### src/sv/cse_pkg.sv
// ----------------------------------------------------------------------------
// cse_pkg: shared types and constants
// Field widths, register codes, controller states and the command and
// status groups exchanged between the controller and the datapath.
// ----------------------------------------------------------------------------
`timescale 1ns / 1ps
`default_nettype none

package cse_pkg;

	localparam int MAX_DEGREE_DEF = 15;

	localparam int COEF_W     = 48;
	localparam int X_W        = 24;
	localparam int RECIP_W    = 48;
	localparam int RECIP_HW   = 24;
	localparam int DEG_W      = 4;
	localparam int IDX_IN_W   = 4;
	localparam int T_W        = 32;
	localparam int MUL_W      = 33;
	localparam int PROD_W     = 64;
	localparam int TERM_W     = 50;
	localparam int FULL_W     = 80;
	localparam int CFG_IDX_W  = 1;
	localparam int CFG_DATA_W = 48;

	localparam logic [RECIP_W-1:0] RECIP_RESET = 48'h0001_0000_0000;
	localparam logic [DEG_W-1:0]   DEG_RESET   = 4'd10;

	typedef enum logic {
		OP_LOAD = 1'b0,
		OP_EVAL = 1'b1
	} op_t;

	typedef enum logic [CFG_IDX_W-1:0] {
		REG_TWO_OVER_MODULUS = 1'b0,
		REG_DEGREE_IN_USE    = 1'b1
	} cfg_reg_t;

	typedef enum logic [2:0] {
		ST_IDLE,
		ST_RL,
		ST_SCALE,
		ST_TA,
		ST_TB,
		ST_D1,
		ST_D2,
		ST_FIN
	} state_t;

	typedef struct packed {
		logic load_coef;
		logic start;
		logic mul_rl;
		logic scale;
		logic step_a;
		logic step_b;
		logic out_load;
	} cmd_t;

	typedef struct packed {
		logic last_term;
		logic deg_zero;
		logic out_free;
	} status_t;

endpackage

`default_nettype wire

### src/sv/cse_ctrl.sv
// ----------------------------------------------------------------------------
// cse_ctrl: sequencing controller
// Accepts requests, walks the scaling steps, two steps per series term and
// the accumulate drain, then hands the result to the output register.
// ----------------------------------------------------------------------------
`timescale 1ns / 1ps
`default_nettype none

module cse_ctrl (
	input  wire logic             clk,
	input  wire logic             arst_n,
	input  wire logic             in_valid,
	input  wire logic             op,
	output logic                  in_stall,
	input  wire cse_pkg::status_t status,
	output cse_pkg::cmd_t         cmd
);

	cse_pkg::state_t state_q;
	cse_pkg::state_t state_d;

	always_ff @(posedge clk or negedge arst_n) begin
		if (!arst_n) begin
			state_q <= cse_pkg::ST_IDLE;
		end else begin
			state_q <= state_d;
		end
	end

	always_comb begin
		state_d = state_q;
		unique case (state_q)
			cse_pkg::ST_IDLE: begin
				if (in_valid && (op == cse_pkg::OP_EVAL)) begin
					state_d = cse_pkg::ST_RL;
				end
			end
			cse_pkg::ST_RL:    state_d = cse_pkg::ST_SCALE;
			cse_pkg::ST_SCALE: begin
				state_d = status.deg_zero ? cse_pkg::ST_FIN : cse_pkg::ST_TA;
			end
			cse_pkg::ST_TA:    state_d = cse_pkg::ST_TB;
			cse_pkg::ST_TB: begin
				state_d = status.last_term ? cse_pkg::ST_D1 : cse_pkg::ST_TA;
			end
			cse_pkg::ST_D1:    state_d = cse_pkg::ST_D2;
			cse_pkg::ST_D2:    state_d = cse_pkg::ST_FIN;
			cse_pkg::ST_FIN: begin
				if (status.out_free) begin
					state_d = cse_pkg::ST_IDLE;
				end
			end
			default:           state_d = cse_pkg::ST_IDLE;
		endcase
	end

	always_comb begin
		cmd      = '0;
		in_stall = 1'b1;
		unique case (state_q)
			cse_pkg::ST_IDLE: begin
				in_stall      = 1'b0;
				cmd.load_coef = in_valid && (op == cse_pkg::OP_LOAD);
				cmd.start     = in_valid && (op == cse_pkg::OP_EVAL);
			end
			cse_pkg::ST_RL:    cmd.mul_rl   = 1'b1;
			cse_pkg::ST_SCALE: cmd.scale    = 1'b1;
			cse_pkg::ST_TA:    cmd.step_a   = 1'b1;
			cse_pkg::ST_TB:    cmd.step_b   = 1'b1;
			cse_pkg::ST_D1:    cmd          = '0;
			cse_pkg::ST_D2:    cmd          = '0;
			cse_pkg::ST_FIN:   cmd.out_load = status.out_free;
			default:           cmd          = '0;
		endcase
	end

endmodule

`default_nettype wire

### config.mk
export PLATFORM = sky130hd
export DESIGN_NAME = cse_ctrl
export DESIGN_NICKNAME = d
export VERILOG_FILES = /design/src/sv/cse_pkg.sv /design/src/sv/cse_ctrl.sv
export SDC_FILE = /design/constraint.sdc
export NUM_CORES = 1
export LEC_CHECK = 0
export ABC_AREA = 1
export BUFFER_PORTS_ARGS = -buffer_cell sky130_fd_sc_hd__buf_4
export CAP_MARGIN = 20
export CORE_AREA = 2 2 39 41
export DETAILED_ROUTE_END_ITERATION = 8
export DIE_AREA = 0 0 41 43
export GPL_TIMING_DRIVEN = 0
export PLACE_DENSITY = 0.41
export SLEW_MARGIN = 40
export SYNTH_ARGS = -nofsm -noshare
export SYNTH_HDL_FRONTEND = slang
export SYNTH_SLANG_ARGS = --single-unit
### constraint.sdc
create_clock -name clk -period 1.8 [get_ports clk]
set_input_delay 0.36 -clock clk [delete_from_list [all_inputs] [get_ports clk]]
set_output_delay 0.36 -clock clk [all_outputs]
set_load 0.02 [all_outputs]
### Word-level counts from Yosys, hierarchy flattened

Cells that the tools add are included.

| storage, ports and cells | value |
|---|---|
| output and inout bits | 8 |
| bits in registers | 3 |

| cells by class | value |
|---|---|
| mux-type cells | 12 |
| bitwise logic cells | 1 |
| equal/unequal tests | 9 |
| reduce and logical (&&, ||, !) cells | 4 |

Operators by type and width:

| operator | number |
|---|---|
| $pmux W3 S8 | 1 |
| $eq A3 B3 Y1 const B | 4 |
| $mux W3 | 4 |
| $eq A3 B2 Y1 const B | 2 |
| $mux W1 | 6 |
| $ne A2 B2 Y1 const B | 2 |
| $eq A3 B1 Y1 const B | 1 |
| $logic_not A3 Y1 | 1 |
| $logic_and A1 B1 Y1 | 2 |
| $mux W2 | 1 |
| $reduce_and A2 Y1 | 1 |
| $not A1 Y1 | 1 |

### Depth between registers and ports, before layout

Gate-level depths: netlist of the first run.

| depth | value |
|---|---|
| depth after elaboration | 3 |
| gate-level depth with buffers | 5 |

### Worst setup path after synthesis of the first run

No wires, ideal clock.

| timing | value |
|---|---|
| path kind | register to output |
| from | register state_q[1] |
| to | output cmd[6] in the netlist's numbering |
| arrival time | 1.033 ns |
| buffers on the path | 1 |
| stages on the path, launching flop included | 5 |
| slack | 0.407 ns |
| path through | dfrtp_1 > buf_6 > nor2_8 > nand2_4 > nor3b_2 |

RTL lines:

| what | RTL line | source |
|---|---|---|
| start, declared | cse_ctrl.sv:19 | `cse_pkg::state_t state_q;` |
| start signal, assigned | cse_ctrl.sv:24 | `state_q <= cse_pkg::ST_IDLE;` |
| start signal, assigned | cse_ctrl.sv:26 | `state_q <= state_d;` |
| end, declared | cse_ctrl.sv:16 | `output cse_pkg::cmd_t cmd` |

==> results_dict.tcl, run 1 <==
set metrics [dict create \
    routed_wirelength_um 625 \
    synth_area_per_cell_um2 7.328 \
    finalPower_w 0.0007097 \
    cts_resized 0 \
    registers.top_by_ff_count "state_q" \
    first_global_vias 269 \
    tritoncts "done" \
    routed-via-count 291 \
    numClockSinks 3 \
    drtIter0Drc 7 \
    maximum_clock_frequency_mhz 628.6 \
    global_route.overflow_total 0 \
    grt_start_max_net_pins 9 \
    static-leakage-power_nw 0.2326 \
    asyncSetResetFlopFracSynth_pct 100.0 \
    worst_setup_hold_path_clk_slew_ns 0.04 \
    multi_input_area_um2 140.1 \
    drv_cap 0 \
    critical-path-slowest-cell "dfrtp_1" \
    fin_tns_setup_ns 0 \
    starting_density_of_the_core_pct 18.54 \
    netlist_top_cells_count "nand2_1, inv_1, nor2_1, nor3_1, dfrtp_1" \
    synth.top_cell.area_share_pct 29.27 \
    crit_path_kind "reg2out" \
    critical_path_arrival_ns 1.23 \
    layout.filler_cells 156 \
    die_width_um 41 \
    critPathMaxFanout 8 \
    relSlewSlack_pct 84.04 \
    ant_nets 0 \
    postCtsHoldBufs 1 \
    largest_stage_delay_on_the_critical_path_ns 0.36 \
    finalClockSkew_ns 0.003473 \
    postLayoutSetupSlackWorst_ns 0.2092 \
    synthesis.nets 42 \
    globalRouteTotalUtil_pct 9.428 \
    critPathRequiredTime_ns 1.44 \
    placeableCoreArea_um2 1384 \
    mappedNetlistArea_um2 256.5 \
    antennaDiodeCount 0 \
    synth_top_area_cell "dfrtp_1" \
    cellPowerDensity_nw_per_um2 1698 \
    placement_rows 14 \
    dp_hpwl_um 486.3 \
    clk_latency_ns 0.23 \
    drive_above_1_share_pct 44.44 \
    hold_class "in2reg" \
    sequential_cell_area_um2 75.07 \
    maxSlewViolCount 0 \
    rsz0062_at_grt "false" \
    p_r_area_growth_vs_syn_pct 62.93 \
    seq_area_frac_synth_pct 29.27 \
    post-place-ws_ns 0.4477 \
    layout_min_cycle_time_ns 1.591 \
    grt_first_pass_wirelength_um 1097 \
    synthMostInstantiatedCell "nand2_1" \
    max-clock-path-buffers 2 \
    setup_viol_count_final 0 \
    cp-end-kind "primary output" \
    clockRootBuffer "clkbuf_4" \
    synth_cells 35 \
    cell_by_cell_listing_of_the_critical_path "buf_6, nor2_8, nand2_4, nor3b_2, buf_4" \
    crit_path_start_kind "register" \
    final_critical_path_share_of_the_clock_period_pct 88.38 \
    post-cts-setup-buffer-count 0 \
    synth.distinct_cells 18 \
    io_pins 15 \
    place.gp.congestion 0.6924 \
    tightest_slew_ns 0.2394 \
    worst_ir_drop_vdd_v 0.0003830 \
    first_pass_iters 4 \
    drcViolationCount 0 \
    wl_per_cell_um 8.929 \
    count_of_flip_flops_with_a_built_in_enable_after_synthesis 0 \
    synth_seq_cells 3 \
    cts_made_buffers 3 \
    synth-main-ff-cell "dfrtp_1" \
    full_die_area_um2 1763 \
    run_status "complete, no violations" \
    flip_flop_count_of_the_largest_register_all_copies_and_words_added 3 \
    port_buffers 14 \
    chipHeight_um 43 \
    hold_viol 0 \
    clock_tree.htree_level_count 1 \
    grt_antenna_before_repair 0 \
    synth_area_leaders "dfrtp_1, nand2_1, nor2_8, nor3_1, inv_1" \
    ys.warnings.count 0 \
    reg.largest.list "state_q x3" \
    design.final.nets 62 \
    vias_per_cell 4.157 \
    utilization_pct 30.20 \
]
[area by class of cell]
type / count / share of cell area (%)
plain buffers: 2 / 4.491
clock buffers: 4 / 6.287
inverters: 6 / 5.389
multi-input cells: 24 / 33.53
flip-flops and latches: 3 / 17.96
well taps: 16 / 4.790
repair buffers: 15 / 27.54
[kinds of logic after synthesis]
| kind of cell | synth area share [%] |
|---|---|
| AOI/OAI and AO/OA | 8.289 |
| buffers and inverters | 16.10 |
| DFF | 29.27 |
| and+or+nand+nor | 46.34 |
[placed cells by master (no fill, tap or decap), drive strengths merged]
cell type	Yosys	final
buf	2	16
nand2	7	7
inv	6	6
nor2	6	6
nor3	4	4
clkbuf	0	4
dfrtp	3	3
o21ai	2	2
nor3b	1	1
nand4	1	1
a31oi	1	1
a21oi	1	1
nand3	1	1
dlygate4sd3	0	1
[worst max-delay path, delay by kind of cell, from the launching register on]
kind                   cells  cell delay, ns
and+or+nand+nor            3            0.33
buffers and inverters      2            0.30
DFF                        1            0.36
[path summary, 6_finish.rpt]
path	cells past startpoint	end	startpoint	slack (ns)
max	5	cmd[6]	state_q[1]	0.21
min	3	state_q[2]	status[1]	0.38
max reg2reg	5	state_q[2]	state_q[1]	0.86
min reg2reg	3	state_q[0]	state_q[1]	0.68
max in group asynchronous	2	state_q[0]	arst_n	1.25
min in group asynchronous	2	state_q[2]	arst_n	0.45
[layer usage]
layer | vias to the layer above | GRT usage (%) | part of all wire (%)
met2 | 13 | 13.13 | 50
met1 | 129 | 10.58 | 40
li1 | 149 | - | -
met3 | 0 | 3.665 | 9.4
met5 | - | 0 | 0
met4 | 0 | 8.000 | 0
[through the flow]
stage	hold WS, ns	instance area [um2]	cells
floorplan	0.06441	256.5	35
global placement	0.1504	381.6	65
detailed placement	0.1513	381.6	65
CTS	0.3880	417.9	70
global route	0.4260	417.9	70
finish	0.3831	417.9	70
[power by group]
part           total (W)  internal, W  switching [W]
registers       0.000136     0.000104      0.0000319
clock network   0.000117    0.0000830      0.0000338
logic           0.000457     0.000184       0.000273
(Power assumes the default switching activity.)
==> run 2: changes to the inputs <==
--- a/config.mk
+++ b/config.mk
@@ -12,6 +12,7 @@
 export DETAILED_ROUTE_END_ITERATION = 8
 export DIE_AREA = 0 0 41 43
 export GPL_TIMING_DRIVEN = 0
+export MAX_ROUTING_LAYER = met4
 export PLACE_DENSITY = 0.41
 export SLEW_MARGIN = 40
 export SYNTH_ARGS = -nofsm -noshare
==> run 2 against run 1 <==
Net effect: sequential cell count did not move; routed wire length unchanged; critical path depth did not move; clock skew barely moved; total power is essentially flat; worst setup slack about the same; critical endpoint unchanged; largest cell class unchanged.
==> results_dict.tcl, run 2 (synthesis gave the netlist of run 1 again) <==
set metrics [dict create \
    layout.filler_cells 156 \
    critPathRequiredTime_ns 1.44 \
    flip_flop_count_of_the_largest_register_all_copies_and_words_added 3 \
    wl_per_cell_um 8.929 \
    first_pass_iters 4 \
    crit_path_kind "reg2out" \
    place.gp.congestion 0.6997 \
    tightest_slew_ns 0.2394 \
    reg.largest.list "state_q x3" \
    chipHeight_um 43 \
    post-place-ws_ns 0.4477 \
    critical-path-slowest-cell "dfrtp_1" \
    static-leakage-power_nw 0.2326 \
    final_common_cell "buf_4" \
    first_global_vias 270 \
    final_cell_mix "buf_4, nand2_1, inv_1" \
    hold_viol 0 \
    clock_tree.htree_level_count 1 \
    registers.top_by_ff_count "state_q" \
    worst_setup_hold_path_clk_slew_ns 0.04 \
    full_die_area_um2 1763 \
    seq_power_share_pct 19.1 \
    p_sw_w 0.0003386 \
    drive_above_1_share_pct 44.44 \
    run_status "complete, no violations" \
    dp_hpwl_um 486.3 \
    p_clk_share_pct 16.5 \
    worst_ir_drop_vdd_v 0.0003830 \
    placeableCoreArea_um2 1384 \
    clk_latency_ns 0.23 \
    starting_density_of_the_core_pct 18.54 \
    cts_made_buffers 3 \
    path_delay_family "flip-flops" \
    vias_per_cell 4.157 \
    antennaDiodeCount 0 \
    p_comb_share_pct 64.4 \
    ant_nets 0 \
    placement_rows 14 \
    globalRouteTotalUtil_pct 9.661 \
    cellPowerDensity_nw_per_um2 1698 \
    drtIter0Drc 7 \
    power_switching_share_pct 47.71 \
    drcViolationCount 0 \
    largest_stage_delay_on_the_critical_path_ns 0.36 \
    maxSlewViolCount 0 \
    final_critical_path_share_of_the_clock_period_pct 88.37 \
    postLayoutSetupSlackWorst_ns 0.2093 \
    grt_antenna_before_repair 0 \
    tritoncts "done" \
    relSlewSlack_pct 84.04 \
    drv_cap 0 \
    die_width_um 41 \
    grt_start_max_net_pins 9 \
    cp-end-kind "primary output" \
    port_buffers 14 \
    layout_min_cycle_time_ns 1.591 \
    clockRootBuffer "clkbuf_4" \
    cell_by_cell_listing_of_the_critical_path "buf_6, nor2_8, nand2_4, nor3b_2, buf_4" \
    routed_wirelength_um 625 \
    rsz0062_at_grt "false" \
    internal_power_w 0.0003711 \
    finalClockSkew_ns 0.003482 \
    post-cts-setup-buffer-count 0 \
    setup_viol_count_final 0 \
    routed-via-count 291 \
    numClockSinks 3 \
    critical_path_arrival_ns 1.23 \
    fin_tns_setup_ns 0 \
    max-clock-path-buffers 2 \
    p_r_area_growth_vs_syn_pct 62.93 \
    design.final.nets 62 \
    hold_class "in2reg" \
    grt_first_pass_wirelength_um 1097 \
    critPathMaxFanout 8 \
    crit_path_start_kind "register" \
    io_pins 15 \
    maximum_clock_frequency_mhz 628.6 \
    count_of_buffer_and_inverter_cells_on_the_critical_path 2 \
    global_route.overflow_total 0 \
]
-- run 2: cell counts in the layout (fill, tap and decap cells not counted) --
No cell type changed its count.
-- run 2: layout make-up --
cell class	instances	area (um2)	area share (%)
timing repair buffer	15	115.1	27.54
sequential	3	75.07	17.96
buffer	2	18.77	4.491
clock buffer	4	26.28	6.287
tap	16	20.02	4.790
multi-input combinational	24	140.1	33.53
inverter	6	22.52	5.389
-- run 2: worst register-to-register path, cell delays in order, from the launching register on --
cell and delay (ns):
dfrtp_1 0.36, buf_6 0.14, nor2_8 0.12, nand2_1 0.06, nand2_1 0.07, nand3_1 0.06
-- run 2: through the flow --
stage               util (%)  cell area [um2]  cells  power (W)  hold WS (ns)
floorplan                  -            256.5     35  0.0004618       0.06441
global placement       27.58            381.6     65  0.0006012        0.1504
detailed placement     27.58            381.6     65  0.0006012        0.1513
CTS                    30.20            417.9     70  0.0007220        0.3880
global route           30.20            417.9     70  0.0007830        0.4260
finish                 30.20            417.9     70  0.0007097        0.3831
-- run 2: repair_timing --
item,in CTS,in global routing
endpoints found under the hold margin,3,0
hold buffers,1,0
setup endpoints to repair,0,0
gates resized for setup,0,0
-- run 2: per-layer routing --
| metal | vias up | global-route usage, % | routed length [um] | part of all wire [%] |
|---|---|---|---|---|
| li1 | 149 | - | - | - |
| met3 | 0 | 3.141 | 58 | 9.3 |
| met5 | - | - | 0 | 0 |
| met2 | 13 | 13.13 | 313 | 50 |
| met1 | 129 | 10.90 | 252 | 40 |
| met4 | 0 | 8.000 | 0 | 0 |
-- run 2: power groups by stage --
stage,logic (W),registers [W],clock network (W)
final,0.000457,0.000136,0.000117
after global routing,0.000512,0.000141,0.000130
after CTS,0.000463,0.000136,0.000123
after detailed placement,0.000463,0.000138,0
after global placement,0.000464,0.000137,0
after floorplan,0.000333,0.000128,0
-- run 2: final timing paths --
path	start	end	slack, ns	cells past startpoint
worst min-delay path	status[1]	state_q[2]	0.38	3
max in group asynchronous	arst_n	state_q[0]	1.25	2
worst max-delay path	state_q[1]	cmd[6]	0.21	5
worst max register to register	state_q[1]	state_q[2]	0.86	5
worst min register to register	state_q[1]	state_q[0]	0.68	3
min in group asynchronous	arst_n	state_q[2]	0.45	2
